--- config.mk ---
export PLATFORM = sky130hd
export DESIGN_NAME = e2c_dir
export DESIGN_NICKNAME = d
export VERILOG_FILES = /design/src/hw/rtl/e2c_pkg.sv /design/src/hw/rtl/e2c_dir.sv
export SDC_FILE = /design/constraint.sdc
export NUM_CORES = 1
export LEC_CHECK = 0
export BUFFER_PORTS_ARGS = -buffer_cell sky130_fd_sc_hd__buf_2
export CORE_MARGIN = 2
export CORE_UTILIZATION = 30
export CTS_CLUSTER_SIZE = 12
export DETAILED_ROUTE_END_ITERATION = 16
export HOLD_SLACK_MARGIN = 0.06
export SYNTH_ARGS = -nofsm -noshare
export SYNTH_HDL_FRONTEND = slang
export SYNTH_SLANG_ARGS = --single-unit
--- constraint.sdc ---
create_clock -name clk -period 6.13 [get_ports clk]
set_input_delay 0.613 -clock clk [delete_from_list [all_inputs] [get_ports clk]]
set_output_delay 0.613 -clock clk [all_outputs]
set_load 0.02 [all_outputs]
--- src/hw/rtl/e2c_pkg.sv ---
// package for the equirectangular to cube map address core
// field widths, fixed point constants, face and register codes, the arctangent table
// no dependencies
`timescale 1ns / 1ps

package e2c_pkg;

  localparam int SIZE_W       = 11;
  localparam int COORD_W      = 10;
  localparam int FACE_W       = 3;
  localparam int INDEX_W      = 20;
  localparam int CFG_IDX_W    = 1;
  localparam int MAX_SIZE     = 1024;

  localparam int DIV_STEPS    = 17;
  localparam int QUO_W        = 17;
  localparam int UV_W         = 18;
  localparam int ONE_BITS     = 16;
  localparam int DYG_W        = 18;
  localparam int ANG_W        = 20;
  localparam int TURN_BITS    = 18;
  localparam int HALF_BITS    = 17;
  localparam int CORDIC_ITERS = 16;

  localparam logic signed [UV_W-1:0]  ONE_Q16      = 18'sd65536;
  localparam logic signed [UV_W-1:0]  GAIN_Q16     = 18'sd107922;
  localparam logic signed [ANG_W-1:0] HALF_TURN    = 20'sd131072;
  localparam logic signed [ANG_W-1:0] QUARTER_TURN = 20'sd65536;

  localparam logic [FACE_W-1:0] FACE_POS_X = 3'd0;
  localparam logic [FACE_W-1:0] FACE_NEG_X = 3'd1;
  localparam logic [FACE_W-1:0] FACE_POS_Y = 3'd2;
  localparam logic [FACE_W-1:0] FACE_NEG_Y = 3'd3;
  localparam logic [FACE_W-1:0] FACE_POS_Z = 3'd4;
  localparam logic [FACE_W-1:0] FACE_NEG_Z = 3'd5;

  localparam logic [CFG_IDX_W-1:0] REG_SRC_WIDTH  = 1'b0;
  localparam logic [CFG_IDX_W-1:0] REG_SRC_HEIGHT = 1'b1;

  localparam logic [SIZE_W-1:0] SRC_WIDTH_RST  = 11'd1024;
  localparam logic [SIZE_W-1:0] SRC_HEIGHT_RST = 11'd512;

  typedef struct packed {
    logic [FACE_W-1:0]  face;
    logic [COORD_W-1:0] dest_x;
    logic [COORD_W-1:0] dest_y;
  } pix_t;

  typedef struct packed {
    logic [FACE_W-1:0] face;
    logic [QUO_W-1:0]  qu;
    logic [QUO_W-1:0]  qv;
  } quo_t;

  typedef struct packed {
    logic                    bad;
    logic signed [DYG_W-1:0] dyg;
  } c1_side_t;

  typedef struct packed {
    logic                    bad;
    logic signed [ANG_W-1:0] phi;
  } c2_side_t;

  // round(atan(2^-i) / 2pi * 2^18)
  function automatic logic [ANG_W-1:0] atan_entry(input int i);
    logic [ANG_W-1:0] a;
    case (i)
      0:  a = 20'd32768;
      1:  a = 20'd19344;
      2:  a = 20'd10221;
      3:  a = 20'd5188;
      4:  a = 20'd2604;
      5:  a = 20'd1303;
      6:  a = 20'd652;
      7:  a = 20'd326;
      8:  a = 20'd163;
      9:  a = 20'd81;
      10: a = 20'd41;
      11: a = 20'd20;
      12: a = 20'd10;
      13: a = 20'd5;
      14: a = 20'd3;
      15: a = 20'd1;
      default: a = '0;
    endcase
    return a;
  endfunction

endpackage

--- src/hw/rtl/e2c_dir.sv ---
// face direction vector from the coordinate quotients, and the gain scaled y component
// depends on e2c_pkg
`timescale 1ns / 1ps

module e2c_dir (
  input  logic                              clk,
  input  logic                              rst,
  input  logic                              in_valid,
  output logic                              in_ready,
  input  e2c_pkg::quo_t                     in_quo,
  output logic                              out_valid,
  input  logic                              out_ready,
  output logic signed [e2c_pkg::UV_W-1:0]   out_dx,
  output logic signed [e2c_pkg::UV_W-1:0]   out_dz,
  output e2c_pkg::c1_side_t                 out_side
);
  localparam int UW = e2c_pkg::UV_W;

  logic [1:0]             vld;
  logic [2:0]             rdy;
  logic signed [UW-1:0]   u;
  logic signed [UW-1:0]   v;
  logic signed [UW-1:0]   dx_n;
  logic signed [UW-1:0]   dy_n;
  logic signed [UW-1:0]   dz_n;
  logic                   bad_n;
  logic signed [UW-1:0]   dx0;
  logic signed [UW-1:0]   dy0;
  logic signed [UW-1:0]   dz0;
  logic                   bad0;
  logic signed [UW-1:0]   dx1;
  logic signed [UW-1:0]   dz1;
  logic                   bad1;
  logic signed [2*UW-1:0] prod1;

  always_comb begin
    rdy[2] = out_ready;
    rdy[1] = !vld[1] || rdy[2];
    rdy[0] = !vld[0] || rdy[1];
  end

  assign u = $signed(UW'(in_quo.qu)) - e2c_pkg::ONE_Q16;
  assign v = e2c_pkg::ONE_Q16 - $signed(UW'(in_quo.qv));

  always_comb begin
    dx_n  = '0;
    dy_n  = '0;
    dz_n  = '0;
    bad_n = 1'b0;
    case (in_quo.face)
      e2c_pkg::FACE_POS_X: begin
        dx_n = e2c_pkg::ONE_Q16;
        dy_n = v;
        dz_n = -u;
      end
      e2c_pkg::FACE_NEG_X: begin
        dx_n = -e2c_pkg::ONE_Q16;
        dy_n = v;
        dz_n = u;
      end
      e2c_pkg::FACE_POS_Y: begin
        dx_n = u;
        dy_n = e2c_pkg::ONE_Q16;
        dz_n = -v;
      end
      e2c_pkg::FACE_NEG_Y: begin
        dx_n = u;
        dy_n = -e2c_pkg::ONE_Q16;
        dz_n = v;
      end
      e2c_pkg::FACE_POS_Z: begin
        dx_n = u;
        dy_n = v;
        dz_n = e2c_pkg::ONE_Q16;
      end
      e2c_pkg::FACE_NEG_Z: begin
        dx_n = -u;
        dy_n = v;
        dz_n = -e2c_pkg::ONE_Q16;
      end
      default: begin
        bad_n = 1'b1;
      end
    endcase
  end

  always_ff @(posedge clk) begin
    if (rst) begin
      vld <= '0;
    end else begin
      if (rdy[0]) begin
        vld[0] <= in_valid;
      end
      if (rdy[1]) begin
        vld[1] <= vld[0];
      end
    end
  end

  always_ff @(posedge clk) begin
    if (rdy[0]) begin
      dx0  <= dx_n;
      dy0  <= dy_n;
      dz0  <= dz_n;
      bad0 <= bad_n;
    end
    if (rdy[1]) begin
      dx1   <= dx0;
      dz1   <= dz0;
      bad1  <= bad0;
      prod1 <= dy0 * e2c_pkg::GAIN_Q16;
    end
  end

  assign in_ready      = rdy[0];
  assign out_valid     = vld[1];
  assign out_dx        = dx1;
  assign out_dz        = dz1;
  assign out_side.bad  = bad1;
  assign out_side.dyg  = prod1[e2c_pkg::ONE_BITS + e2c_pkg::DYG_W - 1:e2c_pkg::ONE_BITS];

endmodule

; ---- Word-level counts from Yosys, hierarchy flattened
; Cells that the tools add are included.
[word_totals]
ff_bits = 127
in_bits = 41
[op_classes]
addsub = 4
multipliers = 1
n_eq_ne = 5
muxes = 4
n_reduce_logical = 8
[op_table]
columns = operator, n
row1 = 18-bit one-hot mux with 6 select lines, 1
row2 = 18-bit one-hot mux with 4 select lines, 1
row3 = 18-bit one-hot mux with 3 select lines, 1
row4 = 18-bit negator, 2
row5 = "18-bit by 17-bit multiplier with 33-bit output, second input constant", 1
row6 = "17-bit by 17-bit subtractor with 18-bit output, first input constant", 1
row7 = "17-bit by 17-bit subtractor with 18-bit output, second input constant", 1
row8 = "3-bit by 2-bit equality test with 1-bit output, second input constant", 2
row9 = "3-bit equality test, second input constant", 2
row10 = 6-bit OR reduction, 1
row11 = 4-bit OR reduction, 1
row12 = "3-bit by 1-bit equality test with 1-bit output, second input constant", 1
row13 = 3-bit zero test, 1
row14 = 3-bit OR reduction, 1
row15 = 1-bit zero test, 2
row16 = 1-bit logical OR, 2
row17 = 1-bit two-way mux, 1

; ---- Longest topological paths before layout
; Gate-level depths: netlist of the first run.
[logic_depth]
word_depth = 3
depth_mapped = 21
ltp_nobuf = 21

; ---- Least setup slack after synthesis of the first run
; Ideal clock, no wire load.
[synth_timing]
path_type = reg-to-reg
start = register dy0[17]
end = register prod1[32] (data pin)
setup_time_ns = 0.275
t_arrival_ns = 5.819
required_ns = 5.855
slack_ns = 0.036
path_stages_with_launch = 19
path_buffers = 2
period_less_slack_ns = 6.094
cell_sequence = edfxtp_1 > clkbuf_1 > clkinv_1 > fa_1 > clkbuf_1 > inv_1 > ha_1 > fa_1 > inv_1 > fa_1 > fa_1 > inv_1 > ha_1 > a21o_1 > a21o_1 > a221oi_1 > o22ai_1 > a2111oi_0 > a211oi_1
[synth_between]
elab_chain_cells = 1
[synth_lines]
columns = item, line_no
row1 = from (decl), e2c_dir.sv:28  ; logic signed [UW-1:0] dy0;
row2 = from (signal assigned), e2c_dir.sv:103  ; dy0 <= dy_n;
row3 = 18-bit by 17-bit multiplier with 33-bit output, e2c_dir.sv:111  ; prod1 <= dy0 * e2c_pkg::GAIN_Q16;
row4 = to (signal assigned), e2c_dir.sv:111
row5 = to (decl), e2c_dir.sv:34  ; logic signed [2*UW-1:0] prod1;
; Every way passes these cells.
; A chain may end at the register's enable or synchronous reset.

; ---- Worst setup path after layout of the first run
[layout_timing]
start = register dy0[2]
end = register prod1[32] (data pin)
; The elaborated chain is that of the path after synthesis.

==> results of run 1 <==
critical path, cell delays in order (launching register included):
cell and delay, ps:
edfxtp_1 480, ha_1 390, fa_1 550, fa_1 440, fa_1 560, inv_1 60, fa_1 530, inv_1 50
fa_1 470, ha_1 370, o21a_1 220, o211ai_1 210, o2bb2ai_1 140, a31oi_1 90, a221oi_2 320, o22ai_1 150
a2111oi_0 430, a211oi_1 100
power by group through the flow:
stage	logic (mW)	clock network [mW]	registers, mW
final	3.06	0.624	1.15
after global routing	3.52	0.676	1.16
after CTS	3.10	0.649	1.15
after detailed placement	3.07	0	1.17
after global placement	3.02	0	1.17
after floorplan	2.25	0	1.28
kinds of logic after synthesis:
family                     after synthesis  share of synthesized area
AOI/OAI and AO/OA                      163                      0.101
xor gates and xnor gates                74                     0.0650
adders and majority gates              200                      0.307
buffers and inverters                  222                     0.0829
DFF                                    112                      0.324
muxes                                    8                    0.00776
and+or+nand+nor                        223                      0.113
final timing paths:
path | startpoint | endpoint | slack [ps] | depth (start not counted)
worst max register to register | dy0[2] | prod1[32] | 300 | 17
worst min-delay path | rst | vld[1] | 420 | 2
worst max-delay path | dy0[2] | prod1[32] | 300 | 17
worst min register to register | dz0[6] | out_dz[6] | 420 | 0
synthesized netlist by cell type, drive strengths merged, types with 5 or more instances:
cell type,number,area [um2]
o21ai,44,224
clkbuf,22,82.6
nor4,11,120
or4,5,41.3
nor3,21,115
nor2,81,307
a211oi,17,133
xor2,35,329
nand2,42,160
and2,7,43.8
nand2b,8,50.1
o22ai,11,68.8
buf,13,71.3
o31ai,14,105
nor2b,5,31.3
a21oi,33,165
o21a,5,37.5
ha,111,1390
edfxtp,110,3300
xnor2,39,342
inv,185,694
or3,10,68.8
mux2i,8,80.1
fa,89,1780
nand4,5,31.3
a21o,5,37.5
nand3,13,65.1
a31oi,11,68.8
what timing repair did:
item | in CTS | in global routing
gates resized for setup | 0 | 1
hold endpoints to repair | 0 | 0
endpoints found under the setup margin | 0 | 2
metrics by stage:
step | std cells | hold slack (ps)
after global placement | 1530 | 401
after CTS | 1546 | 399
after global routing | 1546 | 421
after floorplan | 1002 | 400
after detailed placement | 1530 | 405
final | 1548 | 416
registers in the layout (all words and copies together), names as in the netlist:
signal / cells
bad0: 1
out_dx: 18
prod1: 18
vld: 2
dz0: 18
bad1: 1
dx0: 18
dy0: 18
out_dz: 18
layer usage:
metal,vias up,wire length [um],GRT usage
li1,3582,-,-
met1,3366,10400,0.168
met2,161,11000,0.223
met3,22,1310,0.0335
met4,6,272,0.0253
met5,-,34,0
final cells by class:
cell class              instances  area [um2]  share of cell area
clock buffers                   9         225              0.0193
clock inverters                 7        98.8             0.00846
inverters                     187         702              0.0601
repair buffers                115         621              0.0531
diodes                          2        5.00            0.000428
flip-flops and latches        112        3340               0.286
multi-input cells             668        6130               0.525
well taps                     448         561              0.0480
==> metrics.csv, run 1 <==
metric,value,unit
Post-DP Area,11400,um2
"Distinct cells, synth",72,
Core Area,33700,um2
htree depth,3,
fillers,3482,
Cells after Synth,1002,
DPL Wire Length,18600,um
crit end category,flop,
most frequent cells in the layout,"inv_1, ha_1, edfxtp_1, buf_2, fa_1",
Syn Area/Cell,10.3,um2
final setup margin,302,ps
#FFs+latches synth,112,
CTS max path bufs,2,
first-pass GRT wire length,37000,um
Net Sw Power,2.06,mW
Initial Util,0.306,
share of cells above drive strength 1,0.141,
"Warnings, synthesis",0,
Detailed Route WL,23100,um
Flop pwr share,0.237,
Final Hold Vio Count,0,
asr flop ratio synth,0,
largest net degree at the start of global routing,56,
switching part of the total,0.427,
max-slew violations,0,
total I/O pin count,98,
post-synthesis sequential area ratio,0.324,
Max Cap Viol,0,
worst path required time,6220,ps
Tot GR Track Use,0.131,
Combinational Power Share,0.634,
hold buffers post-CTS,0,
Detail Route Antenna Nets,0,
final core occ,0.347,
count of final setup violators,0,
total gr overflow,0,
Mapped Nets,1243,
"Setup Fix Bufs, Post-CTS",0,
std cell rows,67,
PwrDens,413,nW/um2
Initial DRT Pass Iterations,5,
top_reg_cell synth,edfxtp_1,
fmax,0.172,GHz
HP Class,in -> reg,
P_leak,5.43,nW
count of flip-flops with a built-in enable after synthesis,110,
Clock power frac,0.129,
clock latency at the later pin of the worst-skew pair,360,ps
Root Buffer,clkbuf_16,
status,completed,
Die Footprint,35900,um2
fin crit period,5830,ps
CP Max Fanout,5,
drt via density,4.61,
WL/cell,14.9,um
Sink Count,112,
total vias in the final route,7137,
number of remaining DRC errors,0,
Die Height,190,um
CP Launch Type,flop,
Worst Skew,10.3,ps
Die X,190,um
Syn Std Cell Area,10300,um2
DRT iter0 DRCs,422,
clock buffer count from CTS,9,
Post-Place Worst Slack,175,ps
post-layout power,4.83,mW
port buffer count,97,
unrepaired setup endpoints after global routing,false,
vias in the first global route,7067,
"commonest non-fill, non-tap cell in the layout",inv_1,
Slew @ Worst Pin,986,ps
initial antenna violation count,5,
Final Cell Area,11700,um2
Slew headroom,0.341,
Synth-to-Final Area Change,13.2,%
critical path arrival,5920,ps
Internal Dissipation,2.77,mW
Total Negative Setup Slacks,0,ps
CTS tree,done,
final period utilization,0.951,
Nets,1334,
"Reg clk slew, reported paths",80,ps
GPL Wtd Cong,0.842,
worst setup path class,reg -> reg,
Max VDD drop,234,uV
Note: power is estimated with default switching activity, not from simulation.
==> inputs of run 2 (changes only) <==
--- a/config.mk
+++ b/config.mk
@@ -5,12 +5,14 @@
 export SDC_FILE = /design/constraint.sdc
 export NUM_CORES = 1
 export LEC_CHECK = 0
+export ABC_AREA = 1
 export BUFFER_PORTS_ARGS = -buffer_cell sky130_fd_sc_hd__buf_2
 export CORE_MARGIN = 2
 export CORE_UTILIZATION = 30
 export CTS_CLUSTER_SIZE = 12
 export DETAILED_ROUTE_END_ITERATION = 16
 export HOLD_SLACK_MARGIN = 0.06
+export PLACE_DENSITY = 0.56
 export SYNTH_ARGS = -nofsm -noshare
 export SYNTH_HDL_FRONTEND = slang
 export SYNTH_SLANG_ARGS = --single-unit
==> run 2 against run 1 <==
Effect of this change:
- die area increased by 4.5%
- combinational power increased by 27%
- clock-buffer cell count increased by 1
- via count rose by 16%
- first-iteration DRC count rose by 9.5%
- register-to-register slack improved by 190 ps
- non-clock buffer count decreased by 15
- flip-flop and latch count did not move
- synthesized area is 4.6% higher
- clock skew is 2.4 ps higher
- cell area increased by 3.8%
- critical path depth up 1
- critical endpoint unchanged
==> metrics.csv, run 2 <==
metric,value,unit,change
post-synth top area cell,edfxtp_1,,unchanged
switching part of the total,0.506,,was 0.427
Mapped Nets,1464,,"was 1,243"
"CP delay by family, top",adder cells,,unchanged
FF-to-FF End,prod1[32],,unchanged
count of final setup violators,0,,unchanged
Net Sw Power,2.86,mW,was 2.06 mW
port buffer count,97,,unchanged
initial antenna violation count,0,,was 5
r2r startpoint,dy0[9],,was dy0[2]
n_diodes,0,,was 2
CTS tree,done,,unchanged
Internal Dissipation,2.79,mW,was 2.77 mW
CP Launch Type,flop,,unchanged
HP Class,in -> reg,,unchanged
mux contribution to synthesized area,0,,was 0.00776
number of remaining DRC errors,0,,unchanged
worst setup path class,reg -> reg,,unchanged
Tot GR Track Use,0.150,,was 0.131
Cells after Synth,1223,,"was 1,002"
GPL Wtd Cong,0.912,,was 0.842
"Reg clk slew, reported paths",70,ps,was 80 ps
DRT iter0 DRCs,462,,was 422
asr flop ratio synth,0,,unchanged
share of cells above drive strength 1,0.130,,was 0.141
most frequent cells in the layout,"inv_1, nand2_1, ha_1, edfxtp_1, nor2_1",,"was inv_1, ha_1, edfxtp_1, buf_2, fa_1"
Initial Util,0.304,,was 0.306
htree depth,3,,unchanged
Hold Crit Depth,2,,unchanged
post-synthesis sequential area ratio,0.310,,was 0.324
"Distinct cells, synth",46,,was 72
WL/cell,15.2,um,was 14.9 um
Sink Count,112,,unchanged
"setup slack, reg-to-reg",490,ps,was 300 ps
Root Buffer,clkbuf_16,,unchanged
Compound-Gate Fraction of Synth Area,0.0737,,was 0.101
Initial DRT Pass Iterations,5,,unchanged
P_leak,6.02,nW,was 5.43 nW
"count leader, synth",inv_1,,unchanged
total vias in the final route,8312,,"was 7,137"
xor/xnor share of the synthesized area,0.0348,,was 0.0650
Core Area,35500,um2,"was 33,700 um2"
post-layout power,5.65,mW,was 4.83 mW
top_reg_cell synth,edfxtp_1,,unchanged
WHS Endpoint,vld[1],,unchanged
"Warnings, synthesis",0,,unchanged
worst path required time,6260,ps,was 6220 ps
clock buffer count from CTS,9,,unchanged
largest family of logic cells by synthesized area,adder cells,,unchanged
CTS max path bufs,2,,unchanged
Detailed Route WL,27200,um,"was 23,100 um"
ranking of synthesized cells by area,"edfxtp_1, fa_1, ha_1, inv_1, nand2_1",,"was edfxtp_1, fa_1, ha_1, inv_1, xnor2_1"
Resized cells post-CTS,0,,unchanged
Max Cap Viol,0,,unchanged
FF+latch area,3340,um2,unchanged
crit end category,flop,,unchanged
worst-case reg-to-reg path depth,18,,was 17
hold_sp,rst,,unchanged
DPL Wire Length,22900,um,"was 18,600 um"
hold buffers post-CTS,0,,unchanged
Total Negative Setup Slacks,0,ps,unchanged
critical path arrival,5770,ps,was 5920 ps
count of flip-flops with a built-in enable after synthesis,110,,unchanged
top-area cell type share of the netlist area,0.306,,was 0.320
Combinational Power Share,0.689,,was 0.634
Worst path slowest cell,edfxtp_1,,was fa_1
Die X,194,um,was 190 um
std cell rows,69,,was 67
CP Max Fanout,6,,was 5
unrepaired setup endpoints after global routing,false,,unchanged
Syn Std Cell Area,10800,um2,"was 10,300 um2"
total I/O pin count,98,,unchanged
Die Height,194,um,was 190 um
status,completed,,unchanged
max-slew violations,0,,unchanged
drt via density,4.65,,was 4.61
Detail Route Antenna Nets,0,,unchanged
#FFs+latches synth,112,,unchanged
Nets,1564,,"was 1,334"
Max VDD drop,319,uV,was 234 uV
Die Footprint,37500,um2,"was 35,900 um2"
Syn Area/Cell,8.83,um2,was 10.3 um2
Final Hold Vio Count,0,,unchanged
PwrDens,466,nW/um2,was 413 nW/um2
multi-input logic area,6390,um2,was 6130 um2
vias in the first global route,8516,,"was 7,067"
clock latency at the later pin of the worst-skew pair,370,ps,was 360 ps
CP max stage delay,570,ps,was 560 ps
fillers,3678,,"was 3,482"
Post-synth top cells,"inv_1, nand2_1, ha_1",,"was inv_1, ha_1, edfxtp_1"
Slew headroom,0.144,,was 0.341
"commonest non-fill, non-tap cell in the layout",inv_1,,unchanged
Synth Area in Simple Gates,0.189,,was 0.113
CP bufs+invs,5,,was 2
total gr overflow,0,,unchanged
"Setup Fix Bufs, Post-CTS",0,,unchanged
Clock power frac,0.102,,was 0.129
Synth-to-Final Area Change,12.3,%,was 13.2%
Flop pwr share,0.208,,was 0.237
fmax,0.177,GHz,was 0.172 GHz
Slew @ Worst Pin,1280,ps,was 986 ps
Worst Skew,12.7,ps,was 10.3 ps
crit path cell chain,ha_1 -> inv_1 -> fa_1 -> inv_1 -> fa_1 -> inv_1 -> fa_1 -> fa_1 -> inv_1 -> fa_1 -> ha_1 -> nand2_1 -> nor2_1 -> inv_1 -> nor4_1 -> o21ai_0 -> nand3_1 -> xor2_1,,was ha_1 -> fa_1 -> fa_1 -> fa_1 -> inv_1 -> fa_1 -> inv_1 -> fa_1 -> ha_1 -> o21a_1 -> o211ai_1 -> o2bb2ai_1 -> a31oi_1 -> a221oi_2 -> o22ai_1 -> a2111oi_0 -> a211oi_1
largest net degree at the start of global routing,58,,was 56
fin crit period,5640,ps,was 5830 ps
Synth Area in Adders,0.294,,was 0.307
final period utilization,0.920,,was 0.951
first-pass GRT wire length,44700,um,"was 37,000 um"
## run 2: worst register-to-register path: stages (launching register included)
cell and delay (ps):
edfxtp_1 570, ha_1 360, inv_1 70, fa_1 550
inv_1 70, fa_1 500, inv_1 50, fa_1 500
fa_1 540, inv_1 60, fa_1 480, ha_1 420
nand2_1 130, nor2_1 130, inv_1 90, nor4_1 460
o21ai_0 190, nand3_1 170, xor2_1 80
## run 2: how the worst max path moves through the flow
stage | to | cells after the start | from | slack (ps)
2_1_floorplan | prod1[30] | 19 | dy0[7] | 1150
3_3_place_gp | prod1[32] | 18 | dy0[10] | 520
3_5_place_dp | prod1[32] | 18 | dy0[9] | 530
4_1_cts | prod1[32] | 18 | dy0[9] | 510
5_1_grt | prod1[30] | 19 | dy0[10] | 180
6_report | prod1[32] | 18 | dy0[9] | 490
## run 2: metal layers
layer | wire length, um | track usage | up-vias
met1 | 12800 | 0.205 | 3981
met3 | 966 | 0.0205 | 22
met2 | 13100 | 0.251 | 160
li1 | - | - | 4149
met5 | 0 | 0 | -
met4 | 341 | 0.0348 | 0
## run 2: cell type report
cell class	count	area share
tap	461	0.0476
sequential	112	0.276
clock inverter	6	0.00505
timing repair buffer	100	0.0419
inverter	272	0.0844
multi-input combinational	828	0.527
clock buffer	10	0.0189
## run 2: cells by family after synthesis
| logic type | count (synthesis) |
|---|---|
| simple gates | 446 |
| buf+inv | 283 |
| fa+ha+maj | 200 |
| compound gates | 140 |
| flops | 112 |
| xor+xnor | 42 |
## run 2: power groups by stage
| stage | Sequential, mW | Combinational [mW] | Clock, mW |
|---|---|---|---|
| floorplan | 1.30 | 2.73 | 0 |
| global placement | 1.19 | 3.92 | 0 |
| detailed placement | 1.20 | 3.91 | 0 |
| CTS | 1.18 | 3.94 | 0.596 |
| global route | 1.19 | 4.50 | 0.626 |
| finish | 1.18 | 3.90 | 0.579 |
## run 2: through the flow
stage	cells	utilization	cell area [um2]	hold slack, ps	worst slack, ps
after global routing	1789	0.342	12100	398	176
after floorplan	1223	-	10800	400	1150
after global placement	1773	0.334	11800	404	520
after detailed placement	1773	0.334	11800	405	532
after CTS	1789	0.342	12100	395	514
final	1789	0.342	12100	407	488
==> inputs of run 3 (changes only) <==
--- a/config.mk
+++ b/config.mk
@@ -12,6 +12,7 @@
 export CTS_CLUSTER_SIZE = 12
 export DETAILED_ROUTE_END_ITERATION = 16
 export HOLD_SLACK_MARGIN = 0.06
+export MAX_ROUTING_LAYER = met4
 export PLACE_DENSITY = 0.56
 export SYNTH_ARGS = -nofsm -noshare
 export SYNTH_HDL_FRONTEND = slang
==> run 3 against run 2 <==
Effect of this change:
- critical endpoint unchanged
- sequential power about the same
- via count down 0.63%
- largest cell class unchanged
- clock-buffer cell count down 1
==> metrics.csv, run 3 (synthesis results as in run 2) <==
metric,value,unit,change
status,completed,,unchanged
Clock power frac,0.111,,was 0.102
Resized cells post-CTS,0,,unchanged
Slew @ Worst Pin,1200,ps,was 1280 ps
CP Max Fanout,6,,unchanged
CTS max path bufs,2,,unchanged
Final Hold Vio Count,0,,unchanged
Internal Dissipation,2.84,mW,was 2.79 mW
share of cells above drive strength 1,0.131,,was 0.130
worst setup path class,reg -> reg,,unchanged
fmax,0.180,GHz,was 0.177 GHz
"commonest non-fill, non-tap cell in the layout",inv_1,,unchanged
"Reg clk slew, reported paths",80,ps,was 70 ps
Net Sw Power,2.90,mW,was 2.86 mW
Core Area,35500,um2,unchanged
Die X,194,um,unchanged
DRT iter0 DRCs,481,,was 462
Detailed Route WL,27200,um,about the same
total I/O pin count,98,,unchanged
unrepaired setup endpoints after global routing,false,,unchanged
htree depth,3,,unchanged
FF+latch area,3340,um2,unchanged
std cell rows,69,,unchanged
max-slew violations,0,,unchanged
switching part of the total,0.505,,was 0.506
hold buffers post-CTS,0,,unchanged
Slew headroom,0.202,,was 0.144
largest net degree at the start of global routing,58,,unchanged
initial antenna violation count,0,,unchanged
most frequent cells in the layout,"inv_1, nand2_1, ha_1, edfxtp_1, nor2_1",,unchanged
DPL Wire Length,23000,um,"was 22,900 um"
GPL Wtd Cong,0.912,,about the same
vias in the first global route,8459,,"was 8,516"
multi-input logic area,6390,um2,unchanged
n_diodes,0,,unchanged
Initial Util,0.304,,unchanged
clock latency at the later pin of the worst-skew pair,390,ps,was 370 ps
Min Hold Slack,399,ps,was 407 ps
first-pass GRT wire length,44600,um,"was 44,700 um"
fillers,3722,,"was 3,678"
Worst Skew,25.0,ps,was 12.7 ps
Detail Route Antenna Nets,0,,unchanged
Synth-to-Final Area Change,12.6,%,was 12.3%
total gr overflow,0,,unchanged
PwrDens,472,nW/um2,was 466 nW/um2
"Setup Fix Bufs, Post-CTS",0,,unchanged
port buffer count,97,,unchanged
Nets,1564,,unchanged
CTS tree,done,,unchanged
CP Launch Type,flop,,unchanged
WL/cell,15.2,um,about the same
worst path required time,6260,ps,about the same
final period utilization,0.907,,was 0.920
Total Negative Setup Slacks,0,ps,unchanged
Flop pwr share,0.204,,was 0.208
critical path arrival,5690,ps,was 5770 ps
total vias in the final route,8260,,"was 8,312"
Root Buffer,clkbuf_16,,unchanged
Die Height,194,um,unchanged
crit end category,flop,,unchanged
count of final setup violators,0,,unchanged
Max Cap Viol,0,,unchanged
Tot GR Track Use,0.155,,was 0.150
P_leak,6.04,nW,was 6.02 nW
HP Class,in -> reg,,unchanged
Combinational Power Share,0.685,,was 0.689
fin crit period,5560,ps,was 5640 ps
clock buffer count from CTS,9,,unchanged
Die Footprint,37500,um2,unchanged
drt via density,4.62,,was 4.65
number of remaining DRC errors,0,,unchanged
Max VDD drop,391,uV,was 319 uV
Initial DRT Pass Iterations,5,,unchanged
Sink Count,112,,unchanged
-- run 3: cell types whose count changed in the layout (fill, tap and decap cells not counted) --
cell,change
clkinvlp_4,-1
clkinv_8,+1
inv_8,-1
bufinv_16,+1
inv_6,+2
clkbuf_1,-1
clkinv_4,-1
-- run 3: critical path, stage by stage, from the launching register on --
cell	delay [ps]
edfxtp_1	580
ha_1	360
inv_1	80
fa_1	550
inv_1	70
fa_1	500
inv_1	50
fa_1	500
fa_1	540
inv_1	50
fa_1	470
ha_1	430
nand2_1	140
nor2_1	150
inv_1	90
nor4_1	360
o21ai_0	170
nand3_1	170
xor2_1	80
-- run 3: final timing paths --
path              startpoint         end  slack (ps)  cells after the start
setup / recovery      dy0[9]   prod1[32]         570                     18
hold / removal           rst      vld[1]         400                      2
setup reg to reg      dy0[9]   prod1[32]         570                     18
hold reg to reg      dz0[11]  out_dz[11]         420                      0
-- run 3: area by class of cell --
| cell class | instances | area share |
|---|---|---|
| Multi-Input combinational cell | 828 | 0.525 |
| Tap cell | 461 | 0.0474 |
| Timing Repair Buffer | 100 | 0.0418 |
| Sequential cell | 112 | 0.275 |
| Clock inverter | 7 | 0.00802 |
| Clock buffer | 9 | 0.0185 |
| Inverter | 272 | 0.0842 |
-- run 3: power groups by stage --
stage / logic (mW) / registers, mW / clock network (mW)
6_report: 3.93 / 1.17 / 0.636
2_1_floorplan: 2.73 / 1.30 / 0
4_1_cts: 3.98 / 1.18 / 0.659
3_3_place_gp: 3.98 / 1.19 / 0
3_5_place_dp: 3.95 / 1.19 / 0
5_1_grt: 4.51 / 1.19 / 0.691
-- run 3: metal layers --
metal  global-route usage  vias to the layer above  wire length [um]
li1                     -                     4153                 -
met1                0.204                     3943             12700
met2                0.255                      151             13300
met3               0.0184                       13               922
met4               0.0370                        0               284
met5                    -                        -                 0
-- run 3: per-stage QoR --
stage                     instances  power, mW  setup WS, ps   util  area, um2
final                          1789       5.74           568  0.343      12200
after CTS                      1789       5.81           485  0.343      12200
after global placement         1773       5.18           450  0.334      11800
after detailed placement       1773       5.14           515  0.334      11800
after floorplan                1223       4.04          1150      -      10800
after global routing           1789       6.39           132  0.343      12200
